[config.mk]
export PLATFORM = sky130hd
export DESIGN_NAME = sv39ptw_slot
export DESIGN_NICKNAME = d
export VERILOG_FILES = /design/src/rtl/sv39ptw_pkg.sv /design/src/rtl/sv39ptw_slot.sv
export SDC_FILE = /design/constraint.sdc
export NUM_CORES = 1
export LEC_CHECK = 0
export ABC_AREA = 1
export BUFFER_PORTS_ARGS = -buffer_cell sky130_fd_sc_hd__clkbuf_2
export CAP_MARGIN = 40
export CORE_MARGIN = 2
export CORE_UTILIZATION = 25
export CTS_CLUSTER_DIAMETER = 40
export DETAILED_ROUTE_END_ITERATION = 6
export PLACE_DENSITY_LB_ADDON = 0.1
export RECOVER_POWER = 50
export SYNTH_ARGS = -nofsm -noshare
export SYNTH_HDL_FRONTEND = slang
export SYNTH_SLANG_ARGS = --single-unit
[constraint.sdc]
create_clock -name clk -period 0.8 [get_ports clk]
set_input_delay 0.04 -clock clk [delete_from_list [all_inputs] [get_ports clk]]
set_output_delay 0.04 -clock clk [all_outputs]
set_load 0.03 [all_outputs]
[src/rtl/sv39ptw_pkg.sv]
// shared types and constants for the sv39 page table walker
`timescale 1ns / 1ps

package sv39ptw_pkg;

	localparam int unsigned STORE_ENTRIES_DEF = 4096;

	localparam int ADDR_W     = 56;
	localparam int DATA_W     = 64;
	localparam int VA_W       = 39;
	localparam int WORD_W     = ADDR_W - 3;
	localparam int VPN_W      = 9;
	localparam int PPN_LSB    = 10;
	localparam int PPN_W      = 44;
	localparam int PAGE_SHIFT = 12;

	// pte flag positions
	localparam int BIT_V = 0;
	localparam int BIT_R = 1;
	localparam int BIT_X = 3;
	localparam int BIT_A = 6;
	localparam int BIT_D = 7;

	// stream packing
	localparam int IN_TDATA_W  = 216;
	localparam int IN_TUSER_W  = 3;
	localparam int OUT_TDATA_W = 120;

	typedef enum logic [1:0] {
		OP_WRITE = 2'd0,
		OP_READ  = 2'd1,
		OP_XLATE = 2'd2,
		OP_NONE  = 2'd3
	} op_t;

	typedef enum logic [1:0] {
		ST_IDLE,
		ST_SLOT,
		ST_READ,
		ST_HOLD
	} walk_state_t;

	typedef struct packed {
		logic re;
		logic we;
	} mem_cmd_t;

endpackage

[src/rtl/sv39ptw_slot.sv]
// word address to store slot reduction (modulo store depth)
`timescale 1ns / 1ps

module sv39ptw_slot #(
	parameter int unsigned STORE_ENTRIES = sv39ptw_pkg::STORE_ENTRIES_DEF
) (
	input  logic                                  clk,
	input  logic                                  arst_n,
	input  logic                                  start,
	input  logic [sv39ptw_pkg::WORD_W-1:0]        word,
	output logic                                  done,
	output logic [$clog2(STORE_ENTRIES)-1:0]      slot
);
	import sv39ptw_pkg::*;

	localparam int IDX_W = $clog2(STORE_ENTRIES);

	// 2^bits mod depth, evaluated at elaboration
	function automatic int unsigned pow2_mod(input int bits);
		longint unsigned w;
		w = 1;
		for (int b = 0; b < bits; b++) begin
			w = (w * 2) % STORE_ENTRIES;
		end
		return 32'(w);
	endfunction

	generate
		if ((STORE_ENTRIES & (STORE_ENTRIES - 1)) == 0) begin : g_pow2
			logic [IDX_W-1:0] slot_q;
			logic             done_q;

			always_ff @(posedge clk or negedge arst_n) begin
				if (!arst_n) begin
					done_q <= 1'b0;
				end else begin
					done_q <= start;
				end
			end

			always_ff @(posedge clk) begin
				if (start) begin
					slot_q <= word[IDX_W-1:0];
				end
			end

			assign done = done_q;
			assign slot = slot_q;
		end else begin : g_mod
			// four-bit chunks weighted by 2^(4i) mod depth and summed, the sum stays
			// below 256 times the depth, then eight compare and subtract steps, four
			// before mid_s2 and four before the slot register, bring it below the depth
			localparam int CHUNK = 4;
			localparam int STEPS = (WORD_W + CHUNK - 1) / CHUNK;
			localparam int PAD_W = STEPS * CHUNK;
			localparam int S_W   = IDX_W + 8;
			localparam logic [S_W-1:0] NMOD = S_W'(STORE_ENTRIES);

			function automatic logic [S_W-1:0] sub_steps(input logic [S_W-1:0] x,
				input int top);
				logic [S_W-1:0] r;
				r = x;
				for (int j = top; j > top - 4; j--) begin
					if (r >= (NMOD << j)) begin
						r = r - (NMOD << j);
					end
				end
				return r;
			endfunction

			logic [PAD_W-1:0] w_pad;
			logic [S_W-1:0]   term [STEPS];
			logic [S_W-1:0]   sum_d;
			logic [S_W-1:0]   sum_s1;
			logic [S_W-1:0]   mid_s2;
			logic [S_W-1:0]   fin;
			logic             vld_s1;
			logic             vld_s2;
			logic [IDX_W-1:0] slot_q;
			logic             done_q;

			assign w_pad = PAD_W'(word);

			for (genvar g = 0; g < STEPS; g++) begin : g_term
				localparam logic [S_W-1:0] WGT = S_W'(pow2_mod(g * CHUNK));
				assign term[g] = S_W'(w_pad[g*CHUNK +: CHUNK]) * WGT;
			end

			always_comb begin
				sum_d = '0;
				for (int i = 0; i < STEPS; i++) begin
					sum_d = sum_d + term[i];
				end
			end

			assign fin = sub_steps(mid_s2, 3);

			always_ff @(posedge clk or negedge arst_n) begin
				if (!arst_n) begin
					vld_s1 <= 1'b0;
					vld_s2 <= 1'b0;
					done_q <= 1'b0;
				end else begin
					vld_s1 <= start;
					vld_s2 <= vld_s1;
					done_q <= vld_s2;
				end
			end

			always_ff @(posedge clk) begin
				if (start) begin
					sum_s1 <= sum_d;
				end
				if (vld_s1) begin
					mid_s2 <= sub_steps(sum_s1, 7);
				end
				if (vld_s2) begin
					slot_q <= fin[IDX_W-1:0];
				end
			end

			assign done = done_q;
			assign slot = slot_q;
		end
	endgenerate

endmodule

==> reports/qor.txt, run 1 <==
Synth Instances - 13
Comb pwr share - 20.5%
Violations in the final reports - setup timing
Avg Inst Size Synth - 29.6 µm²
Setup ws final - -0.0815 ns
Area growth from synthesis to layout - 106%
Initial core utilization - 26.2%
Number of multi-input combinational cells in the layout - 0
Async S/R FF share, synth - 7.69%
Post-synthesis instance area - 385 µm²
Worst-path fanout max - 1
Type of the setup path with the least slack - reg2out
Hold WC Path Type - in2async
Highest clock rate - 1130 MHz
Share of layout cells above drive strength 1 - 50.9%
Number of nets in the synthesized netlist - 69
Sequential fraction of the synthesis area - 100%
Number of DRC markers after the initial detailed-route iteration - 3
Clock tree from TritonCTS - yes
Required time at the worst-slack endpoint - 0.76 ns
Met3 Wirelength - 74 µm
Highest metal used - met4
Detailed-routing wirelength on met1 - 288 µm
Inst Count DP - 56
First-pass iteration count of the detailed router - 2
Adder-cell share of the synthesized area - 0%
Count of placed standard cells in the final layout, fillers left out - 73
Count of flip-flops with a built-in enable after synthesis - 12
CP cell instances - clkbuf_8
Area share of the largest cell type after synthesis - 93.5%
Root buffer cell - sky130_fd_sc_hd__clkbuf_4
PwrDens - 1920 mW/mm²
Number of vias per cell - 4.03
Overall routed net length - 787 µm
Number of placement rows - 14
Register clock-pin slew on the reported worst setup and hold paths - 0.08 ns
Crit. End Element - output port
Max Cap Viol - 0
Post-CTS setup buffer count - 0
Transition time at the pin with the least slew margin - 0.685 ns
Residual antenna-violating net count after detailed routing - 0
Total overflow reported by the global router - 0
Unrepaired setup endpoints after global routing - true
Share of cell area taken by muxes after synthesis - 0%
Rel. slew slack - 54.3%
Met2 wire length - 420 µm
Part of the power in registers - 53.9%
Num ports - 69
Synthesized-area fraction occupied by and/or/nand/nor cells - 0%
Initial antenna violation count - 0
Reported net switching power - 0.000368 W
Number of buffers added by the clock tree synthesis step - 3
Status - finished, violations left
Count of endpoints failing setup in the final report - 13
Flip-flop and latch count after synthesis - 13
Most common flop cell mapped by yosys - sky130_fd_sc_hd__edfxtp_1
Port Buf Inserts - 27
Xor-xnor portion of the synthesized cell area - 0%
Biggest area contributors in the synthesized netlist - sky130_fd_sc_hd__edfxtp_1 94%, sky130_fd_sc_hd__dfrtp_1 6.5%
Area of the core - 0.00147 mm²
Leakage Power - 0.339 nW
CP Buf/Inv Count - 1
Final sum of negative setup slack - -0.607 ns
Routed WL per cell - 10.8 µm
Final-layout fill cell count - 124
Placer's final routability congestion estimate - 0.627
Net switching share of the total power - 24.1%
Vertical die dimension - 43.3 µm
Leading area contributor after synthesis - sky130_fd_sc_hd__edfxtp_1
Final-stage net count - 114
Cell with the largest stage delay on the worst path - sky130_fd_sc_hd__edfxtp_1
Cell family contributing the most delay on the critical path - flip-flops
Number of remaining DRC errors - 0
Count of H-tree levels built during CTS - 1
Final critical-path share of the clock period - 110%
Minimum clock period after layout - 0.881 ns
Width of the die - 43.3 µm
Top cells by count, synth - 12 x sky130_fd_sc_hd__edfxtp_1, 1 x sky130_fd_sc_hd__dfrtp_1
Register area - 385 µm²
Pin count of the biggest net entering global routing - 14
Setup crit start kind - flop
Maximum vdd ir drop - 1.07 mV
Internal portion of total power - 0.00116 W
Vias in the first global route - 293
Hold Vio Cnt, Final - 0
Fraction of the mapped netlist area in compound gates - 0%
Part of the total power dissipated in the clock network - 25.6%
Delay of the slowest critical-path stage - 0.40 ns
Area of the multi-input gates - 0 µm²
Yosys Warn Count - 0
Final Util - 53.9%
Crit path arrival time - 0.84 ns
Pins over their slew limit - 0
Total die area - 0.00187 mm²
Unique masters post-synth - 2
Most instantiated library cell after synthesis - sky130_fd_sc_hd__edfxtp_1
Total number of clock tree sinks - 13
Number of vias in the routed layout - 294
Antenna Diode Count - 0
Maximum buffer depth of the clock tree - 2
Overall routing resource usage - 10.2%
Global-route wire length before repair - 1270 µm
-- worst paths after layout --
kind                       startpoint  endpoint  slack, ns  cells after the start
worst max-delay path          slot[1]   slot[1]      -0.08                      1
worst min-delay path           arst_n      done       0.07                      2
max in group asynchronous      arst_n      done       0.64                      2
min in group clk                start      done       0.23                      1
-- layout by cell type, fill, tap and decap left out, drive strengths merged --
cell type,synthesis,final
dfrtp,1,1
edfxtp,12,12
dlygate4sd3,0,13
buf,0,8
clkbuf,0,23
-- layer usage --
metal,vias to the layer above,GRT usage [%]
met1,131,10.4
met5,-,0
met3,2,5.11
met4,0,5.45
li1,141,-
met2,20,16.7
-- state kept, by name, summed over array words and instances, names as in the netlist --
signal  count
slot       12
done        1
-- cells by family after synthesis --
logic type  count (synthesis)
flip-flops                 13
-- power by group through the flow --
stage	clock [W]	combinational [W]	sequential (W)
3_5_place_dp	0	0.000197	0.000827
2_1_floorplan	0	0	0.000936
4_1_cts	0.000409	0.000297	0.000815
6_report	0.000390	0.000313	0.000823
3_3_place_gp	0	0.000196	0.000826
5_1_grt	0.000472	0.000328	0.000827
-- repair_timing --
item,in CTS,in global routing
setup endpoints to repair,13,13
hold buffers,13,0
gates resized for setup,20,13
pin swaps,0,0
hold endpoints to repair,13,0
-- final cells by class --
class | count | area share, %
timing repair buffer | 40 | 45.6
clock buffer | 4 | 3.31
tap | 16 | 2.52
sequential | 13 | 48.6
-- per-stage QoR --
stage | hold slack [ns] | setup WS (ns) | instance area [µm²] | power [W]
5_1_grt | 0.0547 | -0.130 | 793 | 0.00163
3_3_place_gp | -0.185 | 0.147 | 541 | 0.00102
3_5_place_dp | -0.183 | 0.128 | 541 | 0.00102
4_1_cts | 0.0570 | -0.0754 | 773 | 0.00152
2_1_floorplan | -0.256 | 0.264 | 385 | 0.000936
6_report | 0.0715 | -0.0815 | 793 | 0.00152
Power figures use the tool's default switching activity.
==> run 2: changes to the inputs <==
==> constraint.sdc (replaced) <==
create_clock -name clk -period 0.9 [get_ports clk]
set_input_delay 0.045 -clock clk [delete_from_list [all_inputs] [get_ports clk]]
set_output_delay 0.045 -clock clk [all_outputs]
set_load 0.03 [all_outputs]
==> run 2 against run 1 <==
Against the previous run: the run now ends clean; cell count did not move; core utilization shrank 4.3 points; first-iteration DRC count shrank 33%; die area is the same; critical path depth unchanged; critical endpoint unchanged; largest power group unchanged.
==> reports/qor.txt, run 2 (synthesis gave the netlist of run 1 again) <==
Port Buf Inserts - 27 (unchanged)
Crit. End Element - output port
Initial antenna violation count - 0 (unchanged)
Cell family contributing the most delay on the critical path - flip-flops
Root buffer cell - sky130_fd_sc_hd__clkbuf_4
Stages on the worst setup path - 1 (unchanged)
Routed WL per cell - 9.93 µm (-7.9%)
Count of H-tree levels built during CTS - 1 (unchanged)
Total die area - 0.00187 mm² (unchanged)
Antenna Diode Count - 0 (unchanged)
Area growth from synthesis to layout - 89.3%
Number of remaining DRC errors - 0 (unchanged)
Unrepaired setup endpoints after global routing - true
Type of the setup path with the least slack - reg2out
Comb pwr share - 18.3% (-2.2 points)
Net switching share of the total power - 24.3% (+0.17 points)
Area post-placement - 541 µm² (unchanged)
Vias in the first global route - 270 (-7.8%)
Hold Vio Cnt, Final - 0 (unchanged)
Final-stage net count - 114 (unchanged)
Cell with the largest stage delay on the worst path - sky130_fd_sc_hd__edfxtp_1
Maximum vdd ir drop - 0.914 mV (-15%)
Leakage Power - 0.317 nW (-6.6%)
Crit path arrival time - 0.83 ns (about the same)
Worst-path fanout max - 1 (unchanged)
Number of vias in the routed layout - 293 (-0.34%)
Transition time at the pin with the least slew margin - 0.676 ns (-0.00907 ns)
Area of the core - 0.00147 mm² (unchanged)
Area of the multi-input gates - 0 µm² (unchanged)
Number of vias per cell - 4.01 (-0.34%)
Hold WC Path Type - in2async
Num ports - 69 (unchanged)
Vertical die dimension - 43.3 µm (unchanged)
Overall routed net length - 725 µm (-7.9%)
Pins over their slew limit - 0 (unchanged)
Flip-flop count of the largest register, all copies and words added - 12 (unchanged)
Max Cap Viol - 0 (unchanged)
Part of the total power dissipated in the clock network - 26.3% (+0.7 points)
Total number of clock tree sinks - 13 (unchanged)
CP cell instances - buf_6
Highest clock rate - 1150 MHz
Required time at the worst-slack endpoint - 0.85 ns (+0.09 ns)
First-pass iteration count of the detailed router - 4 (+2)
Status - completed
Count of endpoints failing setup in the final report - 0 (-13)
Placer's final routability congestion estimate - 0.627 (unchanged)
Internal portion of total power - 0.000991 W (-14%)
PwrDens - 1790 mW/mm² (-6.7%)
Pin count of the biggest net entering global routing - 14 (unchanged)
Number of DRC markers after the initial detailed-route iteration - 2 (-1)
Initial core utilization - 26.2% (unchanged)
Worst Setup EP - slot[1]
Clock tree from TritonCTS - yes
Share of layout cells above drive strength 1 - 50.9% (unchanged)
Total overflow reported by the global router - 0 (unchanged)
Number of multi-input combinational cells in the layout - 0 (unchanged)
Worst setup startpoint - slot[1]
Number of buffers added by the clock tree synthesis step - 3 (unchanged)
Maximum buffer depth of the clock tree - 2 (unchanged)
Overall routing resource usage - 9.20% (-0.97 points)
Setup crit start kind - flop
CP Buf/Inv Count - 1 (unchanged)
Post-route cell area - 729 µm² (-8.0%)
Post-CTS setup buffer count - 0 (unchanged)
Width of the die - 43.3 µm (unchanged)
Commonest non-fill, non-tap cell in the layout - sky130_fd_sc_hd__clkbuf_2
Residual antenna-violating net count after detailed routing - 0 (unchanged)
Reported net switching power - 0.000318 W (-14%)
Rel. slew slack - 54.9% (+0.60 points)
Top library cells by usage in the layout, fill and taps aside - 17 x sky130_fd_sc_hd__clkbuf_2, 13 x sky130_fd_sc_hd__dlygate4sd3_1, 12 x sky130_fd_sc_hd__edfxtp_1, 5 x sky130_fd_sc_hd__buf_6
Register clock-pin slew on the reported worst setup and hold paths - 0.08 ns (about the same)
Final critical-path share of the clock period - 97.0%
Number of placement rows - 14 (unchanged)
Part of the power in registers - 55.4% (+1.5 points)
Final sum of negative setup slack - 0 ns (+0.607 ns)
Delay of the slowest critical-path stage - 0.40 ns (about the same)
Global-route wire length before repair - 1150 µm (-9.8%)
Minimum clock period after layout - 0.873 ns
-- run 2: metal layers --
metal | track usage [%] | vias to the layer above | wire length, µm
met2 | 13.7 | 24 | 371
met3 | 3.83 | 2 | 71
met4 | 5.45 | 0 | 5
met5 | 0 | - | 0
met1 | 10.9 | 126 | 276
li1 | - | 141 | -
-- run 2: cell type report --
class / count / area [µm²]
repair buffers: 40 / 298
well taps: 16 / 20.0
fillers: 131 / 742
clock buffers: 4 / 26.3
flip-flops and latches: 13 / 385
-- run 2: worst min-delay path by stage --
stage / start / endpoint / slack [ns] / depth (start not counted)
floorplan: arst_n / done / -0.25 / 0
global placement: arst_n / done / -0.18 / 1
detailed placement: arst_n / done / -0.18 / 1
CTS: arst_n / done / 0.06 / 2
global route: arst_n / done / 0.06 / 2
finish: arst_n / done / 0.08 / 2
-- run 2: through the flow --
| stage | setup WS (ns) | power (W) | instances | utilization [%] | hold WS, ns |
|---|---|---|---|---|---|
| 3_3_place_gp | 0.242 | 0.000909 | 56 | 36.7 | -0.180 |
| 4_1_cts | 0.0117 | 0.00130 | 73 | 47.4 | 0.0620 |
| 3_5_place_dp | 0.223 | 0.000910 | 56 | 36.7 | -0.178 |
| 5_1_grt | -0.0204 | 0.00140 | 73 | 49.6 | 0.0595 |
| 2_1_floorplan | 0.359 | 0.000832 | 13 | - | -0.251 |
| 6_report | 0.0274 | 0.00131 | 73 | 49.6 | 0.0757 |
-- run 2: timing repair --
action,4_1_cts,5_1_grt
setup endpoints to repair,0,9
hold endpoints to repair,13,0
hold buffers,13,0
gates resized for setup,0,26
-- run 2: power groups by stage --
stage / Sequential, W / Clock (W) / Combinational (W)
floorplan: 0.000832 / 0 / 0
global placement: 0.000734 / 0 / 0.000174
detailed placement: 0.000735 / 0 / 0.000175
CTS: 0.000721 / 0.000364 / 0.000219
global route: 0.000729 / 0.000419 / 0.000253
finish: 0.000725 / 0.000345 / 0.000239
==> run 3: changes to the inputs <==
--- a/config.mk
+++ b/config.mk
@@ -14,6 +14,7 @@
 export DETAILED_ROUTE_END_ITERATION = 6
 export PLACE_DENSITY_LB_ADDON = 0.1
 export RECOVER_POWER = 50
+export SETUP_SLACK_MARGIN = 0.2
 export SYNTH_ARGS = -nofsm -noshare
 export SYNTH_HDL_FRONTEND = slang
 export SYNTH_SLANG_ARGS = --single-unit
==> run 3 against run 2 <==
Against the previous run: die area unchanged; first-iteration DRC count down 100%; non-clock buffer count unchanged; critical path depth unchanged; worst setup slack worse by 0.012 ns; count of clock-buffer cells in the layout unchanged; hold slack better by 0.0016 ns; power up 3.6%; sequential power up 1%; largest cell class unchanged; core utilization up 4.4 points.
==> reports/qor.txt, run 3 (synthesis gave the netlist of run 1 again) <==
Status - completed
Number of multi-input combinational cells in the layout - 0 (unchanged)
Maximum buffer depth of the clock tree - 2 (unchanged)
CP Buf/Inv Count - 1 (unchanged)
Final sum of negative setup slack - 0 ns (unchanged)
Delay of the slowest critical-path stage - 0.40 ns (about the same)
Final critical-path share of the clock period - 98.3% (+1.3 points)
Max Cap Viol - 0 (unchanged)
Pin count of the biggest net entering global routing - 14 (unchanged)
Routed WL per cell - 10.8 µm (+8.3%)
Top library cells by usage in the layout, fill and taps aside - 13 x sky130_fd_sc_hd__dlygate4sd3_1, 13 x sky130_fd_sc_hd__clkbuf_2, 12 x sky130_fd_sc_hd__edfxtp_1, 5 x sky130_fd_sc_hd__buf_6, 4 x sky130_fd_sc_hd__clkbuf_8
Share of layout cells above drive strength 1 - 50.9% (unchanged)
Total die area - 0.00187 mm² (unchanged)
Initial core utilization - 26.2% (unchanged)
Area of the core - 0.00147 mm² (unchanged)
Worst-case setup slack after placement - 0.223 ns (unchanged)
Transition time at the pin with the least slew margin - 0.677 ns (+0.00113 ns)
Antenna Diode Count - 0 (unchanged)
Count of H-tree levels built during CTS - 1 (unchanged)
Clock tree from TritonCTS - yes
GR Layer Usage met1 - 10.4% (-0.55 points)
Total number of clock tree sinks - 13 (unchanged)
Overall routing resource usage - 10.2% (+0.97 points)
Number of DRC markers after the initial detailed-route iteration - 0 (-2)
Global-route wire length before repair - 1270 µm (+11%)
Highest clock rate - 1130 MHz (-1.4%)
Crit path arrival time - 0.84 ns (about the same)
Global routing usage on met3 - 5.11% (+1.3 points)
Hold WC Path Type - in2async
Area of the multi-input gates - 0 µm² (unchanged)
Global-route track usage on met2 - 16.7% (+3.0 points)
Final-stage net count - 114 (unchanged)
Setup ws final - 0.0154 ns (-0.0120 ns)
Number of vias in the routed layout - 291 (-0.68%)
Number of vias per cell - 3.99 (-0.68%)
Vertical die dimension - 43.3 µm (unchanged)
PwrDens - 1710 mW/mm² (-4.9%)
Number of placement rows - 14 (unchanged)
Unrepaired setup endpoints after global routing - true
Cell with the largest stage delay on the worst path - sky130_fd_sc_hd__edfxtp_1
Placer's final routability congestion estimate - 0.627 (unchanged)
Width of the die - 43.3 µm (unchanged)
Initial antenna violation count - 0 (unchanged)
Gr busiest metal - met2
Rel. slew slack - 54.8% (-0.075 points)
Worst-path fanout max - 1 (unchanged)
Minimum clock period after layout - 0.885 ns (+0.0120 ns)
Maximum vdd ir drop - 0.949 mV (+3.9%)
CP cell instances - clkbuf_8
Flip-flop count of the largest register, all copies and words added - 12 (unchanged)
Area growth from synthesis to layout - 106%
Pins over their slew limit - 0 (unchanged)
Hold Vio Cnt, Final - 0 (unchanged)
Port Buf Inserts - 27 (unchanged)
Register clock-pin slew on the reported worst setup and hold paths - 0.08 ns (about the same)
Required time at the worst-slack endpoint - 0.85 ns (about the same)
Root buffer cell - sky130_fd_sc_hd__clkbuf_4
Cell family contributing the most delay on the critical path - flip-flops
Number of buffers added by the clock tree synthesis step - 3 (unchanged)
Number of remaining DRC errors - 0 (unchanged)
Crit. End Element - output port
Count of endpoints failing setup in the final report - 0 (unchanged)
Overall routed net length - 785 µm (+8.3%)
Total overflow reported by the global router - 0 (unchanged)
Post-CTS setup buffer count - 0 (unchanged)
Leakage Power - 0.340 nW (+7.1%)
PnR Total Power - 0.00136 W (+3.6%)
Residual antenna-violating net count after detailed routing - 0 (unchanged)
Final-layout fill cell count - 124 (-5.3%)
First-pass iteration count of the detailed router - 1 (-3)
Vias in the first global route - 293 (+8.5%)
Type of the setup path with the least slack - reg2out
Num ports - 69 (unchanged)
Setup crit start kind - flop
-- run 3: worst paths after layout --
| path | start | endpoint | slack, ns | cells past startpoint |
|---|---|---|---|---|
| max | slot[1] | slot[1] | 0.02 | 1 |
| min | arst_n | done | 0.08 | 2 |
| max in group asynchronous | arst_n | done | 0.74 | 2 |
| min in group clk | start | done | 0.23 | 1 |
-- run 3: per-stage QoR --
step | hold WS (ns) | cells | cell area [µm²] | util, %
global route | 0.0599 | 73 | 795 | 54.0
CTS | 0.0620 | 73 | 773 | 52.6
detailed placement | -0.178 | 56 | 541 | 36.7
finish | 0.0773 | 73 | 795 | 54.0
floorplan | -0.251 | 13 | 385 | -
global placement | -0.180 | 56 | 541 | 36.7
-- run 3: cell type report --
type	instances	area [µm²]	area share, %
sequential	13	385	48.5
timing repair buffer	40	363	45.7
clock buffer	4	26.3	3.31
tap	16	20.0	2.52
-- run 3: routing by layer --
metal	vias to the layer above	part of all wire (%)
met2	20	54
li1	142	-
met3	2	9.6
met5	-	0
met4	0	0.64
met1	127	36
-- run 3: what timing repair did --
action,CTS,global route
endpoints found under the hold margin,13,0
gates resized for setup,20,14
gates cloned,0,0
setup endpoints to repair,13,13
hold buffers,13,0
-- run 3: report_power, final --
part           total [W]  switching (W)  internal (W)
clock network   0.000344       0.000173      0.000171
logic           0.000279       0.000133      0.000147
registers       0.000732      0.0000201      0.000712
total            0.00136       0.000326       0.00103
